**src/rtl/bphd_pkg.sv**
```systemverilog
// ----------------------------------------------------------------------------
// bphd_pkg
// Shared types, constants and helpers of the button press and hold detector.
// ----------------------------------------------------------------------------
package bphd_pkg;

  localparam int COUNT_BITS = 8;
  localparam int RC_W       = COUNT_BITS + 1;
  localparam int VAL_W      = COUNT_BITS + 2;
  localparam int ELAPSED_W  = 17;
  localparam int TICK_W     = 16;
  localparam int CFG_IDX_W  = 2;
  localparam int VALUE_W    = 9;
  localparam int VALUE_MAX  = 255;

  localparam logic signed [RC_W-1:0] CNT_MAX = {1'b0, {COUNT_BITS{1'b1}}};

  localparam logic [CFG_IDX_W-1:0] CFG_PRESSED_LEVEL  = 2'd0;
  localparam logic [CFG_IDX_W-1:0] CFG_DEBOUNCE_TICKS = 2'd1;
  localparam logic [CFG_IDX_W-1:0] CFG_GAP_TICKS      = 2'd2;
  localparam logic [CFG_IDX_W-1:0] CFG_HOLD_TICKS     = 2'd3;

  typedef enum logic [1:0] {
    PH_IDLE,
    PH_BOUNCE,
    PH_DOWN,
    PH_UP
  } bphd_phase_t;

  typedef enum logic [1:0] {
    EV_NONE,
    EV_PRESSED,
    EV_HELD,
    EV_RELEASED
  } bphd_kind_t;

  typedef struct packed {
    bphd_kind_t                 kind;
    logic signed [VALUE_W-1:0]  value;
    logic                       down;
    logic                       last;
  } bphd_result_t;

  function automatic logic signed [VALUE_W-1:0] clamp_value(
    input logic signed [VAL_W-1:0] v
  );
    logic signed [VALUE_W-1:0] r;
    if (v > VALUE_MAX) begin
      r = VALUE_W'(VALUE_MAX);
    end else if (v < -VALUE_MAX) begin
      r = VALUE_W'(-VALUE_MAX);
    end else begin
      r = VALUE_W'(v);
    end
    return r;
  endfunction

endpackage

```
**src/rtl/bphd_core.sv**
```systemverilog
// ----------------------------------------------------------------------------
// bphd_core
// Configuration registers, phase machine and counters; forms the one or two
// result words of each accepted input word.
// ----------------------------------------------------------------------------
module bphd_core
  import bphd_pkg::*;
(
  input  logic                 clk,
  input  logic                 rst_n,
  input  logic                 cfg_we,
  input  logic [CFG_IDX_W-1:0] cfg_index,
  input  logic [TICK_W-1:0]    cfg_wdata,
  input  logic                 accept,
  input  logic                 tick,
  input  logic                 level,
  output bphd_result_t         res0,
  output bphd_result_t         res1,
  output logic                 res_two
);

  logic                   pressed_level_r;
  logic [TICK_W-1:0]      debounce_ticks_r;
  logic [TICK_W-1:0]      gap_ticks_r;
  logic [TICK_W-1:0]      hold_ticks_r;

  bphd_phase_t            phase_r, phase_nxt;
  logic [ELAPSED_W-1:0]   elapsed_r, elapsed_nxt;
  logic [COUNT_BITS-1:0]  press_r, press_nxt;
  logic signed [RC_W-1:0] rel_r, rel_nxt;
  logic [COUNT_BITS-1:0]  hold_r, hold_nxt;

  logic [ELAPSED_W-1:0]   elapsed_inc;
  logic                   exp_deb, exp_gap, exp_hold, match, click_ok;
  logic [COUNT_BITS-1:0]  press_inc, hold_inc;
  logic signed [RC_W-1:0] rel_inc;
  logic signed [VALUE_W-1:0] click_val, held_val, rel_val;
  bphd_kind_t             kind0, kind1;
  logic signed [VALUE_W-1:0] val0, val1;

  always_ff @(posedge clk) begin
    if (!rst_n) begin
      pressed_level_r  <= 1'b0;
      debounce_ticks_r <= TICK_W'(20);
      gap_ticks_r      <= TICK_W'(300);
      hold_ticks_r     <= TICK_W'(1000);
    end else if (cfg_we) begin
      case (cfg_index)
        CFG_PRESSED_LEVEL:  pressed_level_r  <= cfg_wdata[0];
        CFG_DEBOUNCE_TICKS: debounce_ticks_r <= cfg_wdata;
        CFG_GAP_TICKS:      gap_ticks_r      <= cfg_wdata;
        CFG_HOLD_TICKS:     hold_ticks_r     <= cfg_wdata;
        default: ;
      endcase
    end
  end

  assign elapsed_inc = (&elapsed_r) ? elapsed_r : elapsed_r + ELAPSED_W'(1);
  assign exp_deb     = elapsed_inc > {1'b0, debounce_ticks_r};
  assign exp_gap     = elapsed_inc > {1'b0, gap_ticks_r};
  assign exp_hold    = elapsed_inc > {1'b0, hold_ticks_r};
  assign match       = level == pressed_level_r;
  assign click_ok    = !rel_r[RC_W-1] && (rel_r != '0);
  assign press_inc   = (&press_r) ? press_r : press_r + COUNT_BITS'(1);
  assign hold_inc    = (&hold_r) ? hold_r : hold_r + COUNT_BITS'(1);
  assign rel_inc     = (rel_r >= CNT_MAX) ? CNT_MAX : rel_r + RC_W'(1);
  assign click_val   = clamp_value({rel_r[RC_W-1], rel_r} - VAL_W'(1));
  assign held_val    = clamp_value($signed({2'b00, hold_r}));
  assign rel_val     = clamp_value(-$signed({2'b00, hold_r}));

  always_comb begin
    phase_nxt   = phase_r;
    elapsed_nxt = elapsed_r;
    if (accept) begin
      case (phase_r)
        PH_IDLE: begin
          if (!tick) begin
            phase_nxt   = PH_BOUNCE;
            elapsed_nxt = '0;
          end
        end
        PH_BOUNCE: begin
          if (tick) begin
            elapsed_nxt = elapsed_inc;
            if (exp_deb) begin
              phase_nxt   = match ? PH_DOWN : PH_UP;
              elapsed_nxt = '0;
            end
          end
        end
        PH_DOWN: begin
          if (tick) begin
            elapsed_nxt = exp_hold ? elapsed_inc - {1'b0, hold_ticks_r} : elapsed_inc;
          end else begin
            phase_nxt   = PH_BOUNCE;
            elapsed_nxt = '0;
          end
        end
        PH_UP: begin
          if (tick) begin
            elapsed_nxt = elapsed_inc;
            if (exp_gap) begin
              phase_nxt   = PH_IDLE;
              elapsed_nxt = '0;
            end
          end else begin
            phase_nxt   = PH_BOUNCE;
            elapsed_nxt = '0;
          end
        end
        default: ;
      endcase
    end
  end

  always_comb begin
    press_nxt = press_r;
    rel_nxt   = rel_r;
    hold_nxt  = hold_r;
    kind0     = EV_NONE;
    val0      = '0;
    kind1     = EV_NONE;
    val1      = '0;
    res_two   = 1'b0;
    if (accept) begin
      case (phase_r)
        PH_BOUNCE: begin
          if (tick && exp_deb) begin
            if (match) begin
              rel_nxt   = $signed({1'b0, press_r});
              press_nxt = press_inc;
            end else begin
              rel_nxt   = rel_inc;
              press_nxt = rel_inc[COUNT_BITS-1:0];
            end
          end
        end
        PH_DOWN: begin
          if (tick) begin
            if (exp_gap && click_ok) begin
              kind0     = EV_PRESSED;
              val0      = click_val;
              rel_nxt   = '0;
              press_nxt = '0;
            end
            if (exp_hold) begin
              hold_nxt = hold_inc;
              if (exp_gap && click_ok) begin
                kind1   = EV_HELD;
                val1    = held_val;
                res_two = 1'b1;
              end else begin
                kind0 = EV_HELD;
                val0  = held_val;
              end
            end
          end else if (hold_r != '0) begin
            kind0     = EV_RELEASED;
            val0      = rel_val;
            hold_nxt  = '0;
            press_nxt = '0;
            rel_nxt   = '1;
          end
        end
        PH_UP: begin
          if (tick && exp_gap && click_ok) begin
            kind0     = EV_PRESSED;
            val0      = click_val;
            rel_nxt   = '0;
            press_nxt = '0;
          end
        end
        default: ;
      endcase
    end
  end

  assign res0.kind  = kind0;
  assign res0.value = val0;
  assign res0.down  = phase_nxt == PH_DOWN;
  assign res0.last  = !res_two;
  assign res1.kind  = kind1;
  assign res1.value = val1;
  assign res1.down  = phase_nxt == PH_DOWN;
  assign res1.last  = 1'b1;

  always_ff @(posedge clk) begin
    if (!rst_n) begin
      phase_r   <= PH_IDLE;
      elapsed_r <= '0;
      press_r   <= '0;
      rel_r     <= '0;
      hold_r    <= '0;
    end else begin
      phase_r   <= phase_nxt;
      elapsed_r <= elapsed_nxt;
      press_r   <= press_nxt;
      rel_r     <= rel_nxt;
      hold_r    <= hold_nxt;
    end
  end

  a_hold_only_down: assert property (@(posedge clk) disable iff (!rst_n)
    (hold_r != '0) |-> (phase_r == PH_DOWN))
    else $error("Held count is non-zero outside the down phase.");

  a_rel_neg_bounce: assert property (@(posedge clk) disable iff (!rst_n)
    rel_r[RC_W-1] |-> (phase_r == PH_BOUNCE && press_r == '0))
    else $error("Negative release count outside the bounce phase.");

  a_two_down_tick: assert property (@(posedge clk) disable iff (!rst_n)
    res_two |-> (accept && tick && phase_r == PH_DOWN && phase_nxt == PH_DOWN))
    else $error("Two results outside a down-phase tick.");

endmodule

```
**src/rtl/bphd_fifo.sv**
```systemverilog
// ----------------------------------------------------------------------------
// bphd_fifo
// Four-word result queue; takes one or two words per push and hands them
// out one at a time.
// ----------------------------------------------------------------------------
module bphd_fifo
  import bphd_pkg::*;
(
  input  logic         clk,
  input  logic         rst_n,
  input  logic         push,
  input  logic         push_two,
  input  bphd_result_t wr0,
  input  bphd_result_t wr1,
  output logic         room_two,
  output logic         rd_valid,
  input  logic         rd_ready,
  output bphd_result_t rd_data
);

  localparam int DEPTH = 4;
  localparam int PTR_W = $clog2(DEPTH);

  bphd_result_t        mem [DEPTH];
  logic [PTR_W-1:0]    wp_r, rp_r;
  logic [PTR_W:0]      cnt_r, cnt_nxt;
  logic [PTR_W:0]      n_push;
  logic                pop;

  assign pop      = rd_valid && rd_ready;
  assign n_push   = push ? (push_two ? (PTR_W+1)'(2) : (PTR_W+1)'(1)) : '0;
  assign cnt_nxt  = cnt_r + n_push - (PTR_W+1)'(pop);
  assign room_two = cnt_r <= (PTR_W+1)'(DEPTH - 2);
  assign rd_valid = cnt_r != '0;
  assign rd_data  = mem[rp_r];

  always_ff @(posedge clk) begin
    if (push) begin
      mem[wp_r] <= wr0;
      if (push_two) begin
        mem[wp_r + PTR_W'(1)] <= wr1;
      end
    end
  end

  always_ff @(posedge clk) begin
    if (!rst_n) begin
      wp_r  <= '0;
      rp_r  <= '0;
      cnt_r <= '0;
    end else begin
      wp_r  <= wp_r + n_push[PTR_W-1:0];
      rp_r  <= rp_r + PTR_W'(pop);
      cnt_r <= cnt_nxt;
    end
  end

  a_no_overflow: assert property (@(posedge clk) disable iff (!rst_n)
    cnt_r <= (PTR_W+1)'(DEPTH))
    else $error("Result queue holds more words than it has.");

  a_push_needs_room: assert property (@(posedge clk) disable iff (!rst_n)
    push |-> room_two)
    else $error("Push into a result queue without room for two words.");

endmodule

```
**src/rtl/button_press_hold_detector.sv**
```systemverilog
// ----------------------------------------------------------------------------
// button_press_hold_detector
// Debounces a push button from pin-change and tick words and reports
// presses with their click count, held intervals and release after hold.
//
//   Channel | Ports                          | Word
//   in      | in_tvalid/tready/tdata/tuser   | tuser mode, tdata pin_level
//   out     | out_tvalid/tready/tdata/tuser  | tuser kind, tdata value, down
//   cfg     | cfg_we/cfg_index/cfg_wdata     | one register per write
//
// An input word is taken in every cycle while the result queue has room for
// two words; its results are in the queue from the next cycle.
// A word that causes two results gives two output words, the second with tlast.
// The output stalls only the queue; input stalls when fewer than two
// entries are free.
// Synchronous active-low reset restores the register defaults, idle phase
// and an empty queue.
// ----------------------------------------------------------------------------
module button_press_hold_detector
  import bphd_pkg::*;
(
  input  logic                 clk,
  input  logic                 rst_n,
  input  logic                 cfg_we,
  input  logic [CFG_IDX_W-1:0] cfg_index,
  input  logic [TICK_W-1:0]    cfg_wdata,
  input  logic                 in_tvalid,
  output logic                 in_tready,
  input  logic [7:0]           in_tdata,   // [0] pin_level, zero fill above
  input  logic                 in_tuser,   // [0] mode
  output logic                 out_tvalid,
  input  logic                 out_tready,
  output logic [15:0]          out_tdata,  // [8:0] event_value, [9] button_down
  output logic [1:0]           out_tuser,  // [1:0] event_kind
  output logic                 out_tlast
);

  logic         accept;
  logic         res_two;
  bphd_result_t res0, res1, rd_data;

  assign accept = in_tvalid && in_tready;

  bphd_core u_core (
    .clk       (clk),
    .rst_n     (rst_n),
    .cfg_we    (cfg_we),
    .cfg_index (cfg_index),
    .cfg_wdata (cfg_wdata),
    .accept    (accept),
    .tick      (in_tuser),
    .level     (in_tdata[0]),
    .res0      (res0),
    .res1      (res1),
    .res_two   (res_two)
  );

  bphd_fifo u_fifo (
    .clk      (clk),
    .rst_n    (rst_n),
    .push     (accept),
    .push_two (res_two),
    .wr0      (res0),
    .wr1      (res1),
    .room_two (in_tready),
    .rd_valid (out_tvalid),
    .rd_ready (out_tready),
    .rd_data  (rd_data)
  );

  assign out_tdata = {6'd0, rd_data.down, rd_data.value};
  assign out_tuser = rd_data.kind;
  assign out_tlast = rd_data.last;

endmodule
```
**config.mk**
```make
export PLATFORM = sky130hd
export DESIGN_NAME = button_press_hold_detector
export DESIGN_NICKNAME = d
export VERILOG_FILES = /design/src/rtl/bphd_pkg.sv /design/src/rtl/bphd_core.sv /design/src/rtl/bphd_fifo.sv /design/src/rtl/button_press_hold_detector.sv
export SDC_FILE = /design/constraint.sdc
export NUM_CORES = 1
export LEC_CHECK = 0
export ABC_AREA = 1
export BUFFER_PORTS_ARGS = -buffer_cell sky130_fd_sc_hd__buf_2
export CAP_MARGIN = 20
export CORE_MARGIN = 10
export CORE_UTILIZATION = 55
export CTS_CLUSTER_DIAMETER = 150
export DETAILED_ROUTE_END_ITERATION = 6
export PLACE_DENSITY = 0.76
export SLEW_MARGIN = 20
export SYNTH_ARGS = -nofsm -noshare
export SYNTH_HDL_FRONTEND = slang
export SYNTH_SLANG_ARGS = --single-unit
```
**constraint.sdc**
```tcl
create_clock -name clk -period 3.83 [get_ports clk]
set_input_delay 0 -clock clk [delete_from_list [all_inputs] [get_ports clk]]
set_output_delay 0 -clock clk [all_outputs]
set_load 0.02 [all_outputs]
```
==> qor.csv <==
stage,metric,value,unit
final_layout,fin cells,1946,
final_layout,Synth-to-Final Area Change,21.9,%
run_status,run status,finished clean,
sta,Worst Hold Margin,0.204,ns
clocking,clk_lat worst skew,0.44,ns
setup_path,"most used cell, CP",nand2_1,
synthesis,Mapped Cells,1550,
floorplanning,DIE WIDTH,159,um
placed_design,placed cell count,1883,
synthesis,#FFs+latches synth,152,
synthesis,mean post-synth cell area,6.81,sq um
sta,Pins Over Slew Limit,0,
sta,fmax,0.268,GHz
detailed_routing,Avg WL per Cell,16.2,um
synthesis,post-synthesis simple-gate area fraction,0.309,
synthesis,ys flop type,dfxtp_1,
detailed_routing,Avg Vias per Cell,5.54,
global_routing,vias in the first global route,10200,
sta,clk_skew,0.0104,ns
setup_path,Crit Path Max Fanout,4,
setup_path,WP data required,4.14,ns
sta,RSZ-0062 raised after global routing,true,
detailed_routing,DR vias,10800,
setup_path,Worst setup EP type,flop,
synthesis,Synth Area in Compound Gates,0.148,
clocking,clk sink count,152,
synthesis,post-synthesis adder-cell area fraction,0.0785,
final_layout,final core utilization,0.686,
placed_design,Setup WS pre-CTS,-0.120,ns
sta,PnR worst setup slack,0.0994,ns
synthesis,main area contributors after synthesis,"dfxtp_1, nand2_1, edfxtp_1, ha_1, inv_1",
global_routing,first-pass GRT wire length,50000,um
setup_path,startpoint class of the critical path,flop,
setup_path,family with the most delay on the worst path,simple AND/OR/NAND/NOR gates,
floorplanning,die area,25100,sq um
global_routing,initial antenna violation count,1,
detailed_routing,DR iter-0 viols,796,
detailed_routing,DRC viols,0,
power,power consumption,5.00,mW
synthesis,count of cell types in the netlist,55,
sta,setup TNS,0,ns
hold_path,hold path cells,5,
sta,Final min period,3.73,ns
synthesis,xor/xnor share of the synthesized area,0.0397,
synthesis,Mapped Area,10600,sq um
setup_path,CP arrival,4.04,ns
clocking,CTS tree,built,
setup_path,Buf/Inv on CP,4,
clocking,Clock Path Buffers,2,
sta,# setup viols final,0,
sta,fin crit share,0.974,
flow_run,max-cap violations,0,
power,Static Leakage,5.99,nW
global_routing,largest net degree at the start of global routing,41,
sta,Worst slew margin,0.477,
final_layout,post-route cell area,12900,sq um
synthesis,post-synth top area cell,dfxtp_1,
synthesis,mux contribution to synthesized area,0,
clocking,clock root cell,clkbuf_16,
final_layout,register area,3460,sq um
setup_path,stages on the worst setup path,29,
synthesis,Post-synth EDFFs,40,
clocking,TritonCTS buffer count,17,
setup_path,Reg2Reg Depth,29,
clocking,Clock transition at path regs,0.07,ns
global_routing,GRT Residual Overflow,0,
synthesis,largest family of logic cells by synthesized area,simple AND/OR/NAND/NOR gates,
synthesis,area share of the largest cell type after synthesis,0.212,
clocking,H-tree Lvls,4,
final_layout,footprint of the multi-input gates,6430,sq um
setup_path,CP peak stage delay,0.37,ns
detailed_routing,final wirelength,31400,um
final_layout,nets,1795,
synthesis,sequential fraction of the synthesis area,0.326,
detailed_routing,Antenna Nets Post-Route,0,
power,worst ir drop on vdd,0.000326,V
floorplanning,row count,50,
placed_design,detailed placement HPWL,22700,um
global_routing,gr usage total,0.248,
placed_design,port buffer count,39,
placed_design,RePlAce Congestion,0.956,
setup_path,slowest stage cell on the critical path,dfxtp_4,
floorplanning,top-level I/O count,53,
final_layout,fillers,1609,
synthesis,yosys warns,0,
final_layout,fraction of layout cells with a size suffix above 1,0.198,
floorplanning,initial core utilization,0.562,
power,P per Cell Area,389,nW/um^2
setup_path,Setup CP Type,flop to flop,
synthesis,fraction of registers with async set/reset,0,
floorplanning,core footprint,18800,sq um
hold_path,Hold Path Class,input pin to flop,
sta,Fin. Hold Viols,0,
floorplanning,chip height,159,um
detailed_routing,drt pass-1 iters,7,
sta,Least-Margin Pin Slew,0.784,ns
placed_design,Placement Cell Area,11700,sq um
## worst min-delay path, delay by kind of cell
family,cells,cell delay (ns)
AOI/OAI and AO/OA,1,0.14
and+or+nand+nor,1,0.05
adders and majority gates,1,0.28
buffers and inverters,2,0.14
## flip-flops by register name (all words and copies together) (netlist names)
signal and flops:
u_core.gap_ticks_r 16, u_core.debounce_ticks_r 16, u_core.phase_r 2, u_fifo.mem 52
u_core.elapsed_r 17, u_core.hold_r 8, u_fifo.wp_r 2, u_core.rel_r 9
u_core.press_r 8, u_fifo.rp_r 2, u_core.hold_ticks_r 16, u_fifo.cnt_r 3
u_core.pressed_level_r 1
## final cells by class
cell class | instances | share of cell area
tap | 234 | 0.0228
timing repair buffer | 182 | 0.105
antenna | 1 | 0.000194
clock inverter | 13 | 0.00933
clock buffer | 19 | 0.0354
sequential | 152 | 0.269
multi-input combinational | 1147 | 0.500
inverter | 198 | 0.0589
## report_power, final
| group | internal (mW) | switching, mW | total (mW) |
|---|---|---|---|
| Combinational | 0.475 | 0.962 | 1.44 |
| Sequential | 1.80 | 0.0790 | 1.87 |
| Clock | 0.902 | 0.791 | 1.69 |
## worst paths after layout
check / start / end / slack [ns]
hold / removal: out_tready / u_fifo.rp_r[0]$_SDFF_PN0_ / 0.20
setup reg to reg: u_core.elapsed_r[1]$_SDFFE_PN0P_ / u_fifo.cnt_r[2]$_SDFF_PN0_ / 0.1
setup / recovery: u_core.elapsed_r[1]$_SDFFE_PN0P_ / u_fifo.cnt_r[2]$_SDFF_PN0_ / 0.1
hold reg to reg: u_fifo.mem[1][11]$_SDFFE_PP0P_ / u_fifo.mem[1][11]$_SDFFE_PP0P_ / 0.46
## placed cells by master, fill, tap and decap left out, types with 7 or more instances in the layout
cell type      count
nand2_1          347
inv_1            162
nor2_1           156
buf_4            118
dfxtp_1          106
a21oi_1          104
nand3_1          103
o21ai_0           99
ha_1              54
edfxtp_1          40
buf_2             39
nand4_1           38
inv_2             31
nand2_2           30
xor2_1            30
dlygate4sd3_1     21
o21ai_1           18
clkbuf_16         18
nor2_2            17
o22ai_1           15
o211ai_1          15
xnor2_1           12
nor3_1             9
ha_4               9
nor2_4             8
nand2_4            8
inv_6              8
o21bai_1           7
## cells in the mapped netlist, types with 3 or more instances
cell / instances
a21boi_0: 5
o22ai_1: 15
nand2_1: 371
inv_2: 25
nor3b_1: 3
buf_1: 4
or2_2: 4
o21ai_1: 17
nand4_1: 38
ha_1: 63
buf_4: 10
nor2_2: 10
nand2_2: 10
o211ai_1: 15
nor3_1: 12
xor2_1: 33
o21ai_2: 3
inv_1: 169
xnor2_1: 13
a21oi_1: 109
nand2_4: 4
nand3b_1: 4
clkbuf_1: 32
o21ai_0: 102
edfxtp_1: 40
dfxtp_1: 112
buf_2: 10
nor2_1: 167
nand3_1: 104
nor4_1: 4
a211oi_1: 3
nor2_4: 4
o21bai_1: 7
## logic make-up after synthesis
| logic type | Yosys count |
|---|---|
| XOR/XNOR | 47 |
| adder cells (fa/ha/maj) | 65 |
| buffers and inverters | 256 |
| AND/OR/NAND/NOR | 744 |
| AO/OA/AOI/OAI | 285 |
| flip-flops | 152 |
| other | 1 |
## routing by layer
layer  track usage  routed length [um]  vias to the layer above
met1         0.294               12900                     4918
li1              -                   -                     5386
met5             0                   0                        -
met3        0.0343                1740                       75
met4        0.0931                1070                        0
met2         0.445               15700                      394
## repair_timing
item	in CTS	in global routing
pin swaps	8	32
hold buffers	21	0
gates resized for setup	22	67
endpoints found under the setup margin	10	87
buffers inserted	1	8
endpoints found under the hold margin	50	0
Note: power is estimated with default switching activity, not from simulation.
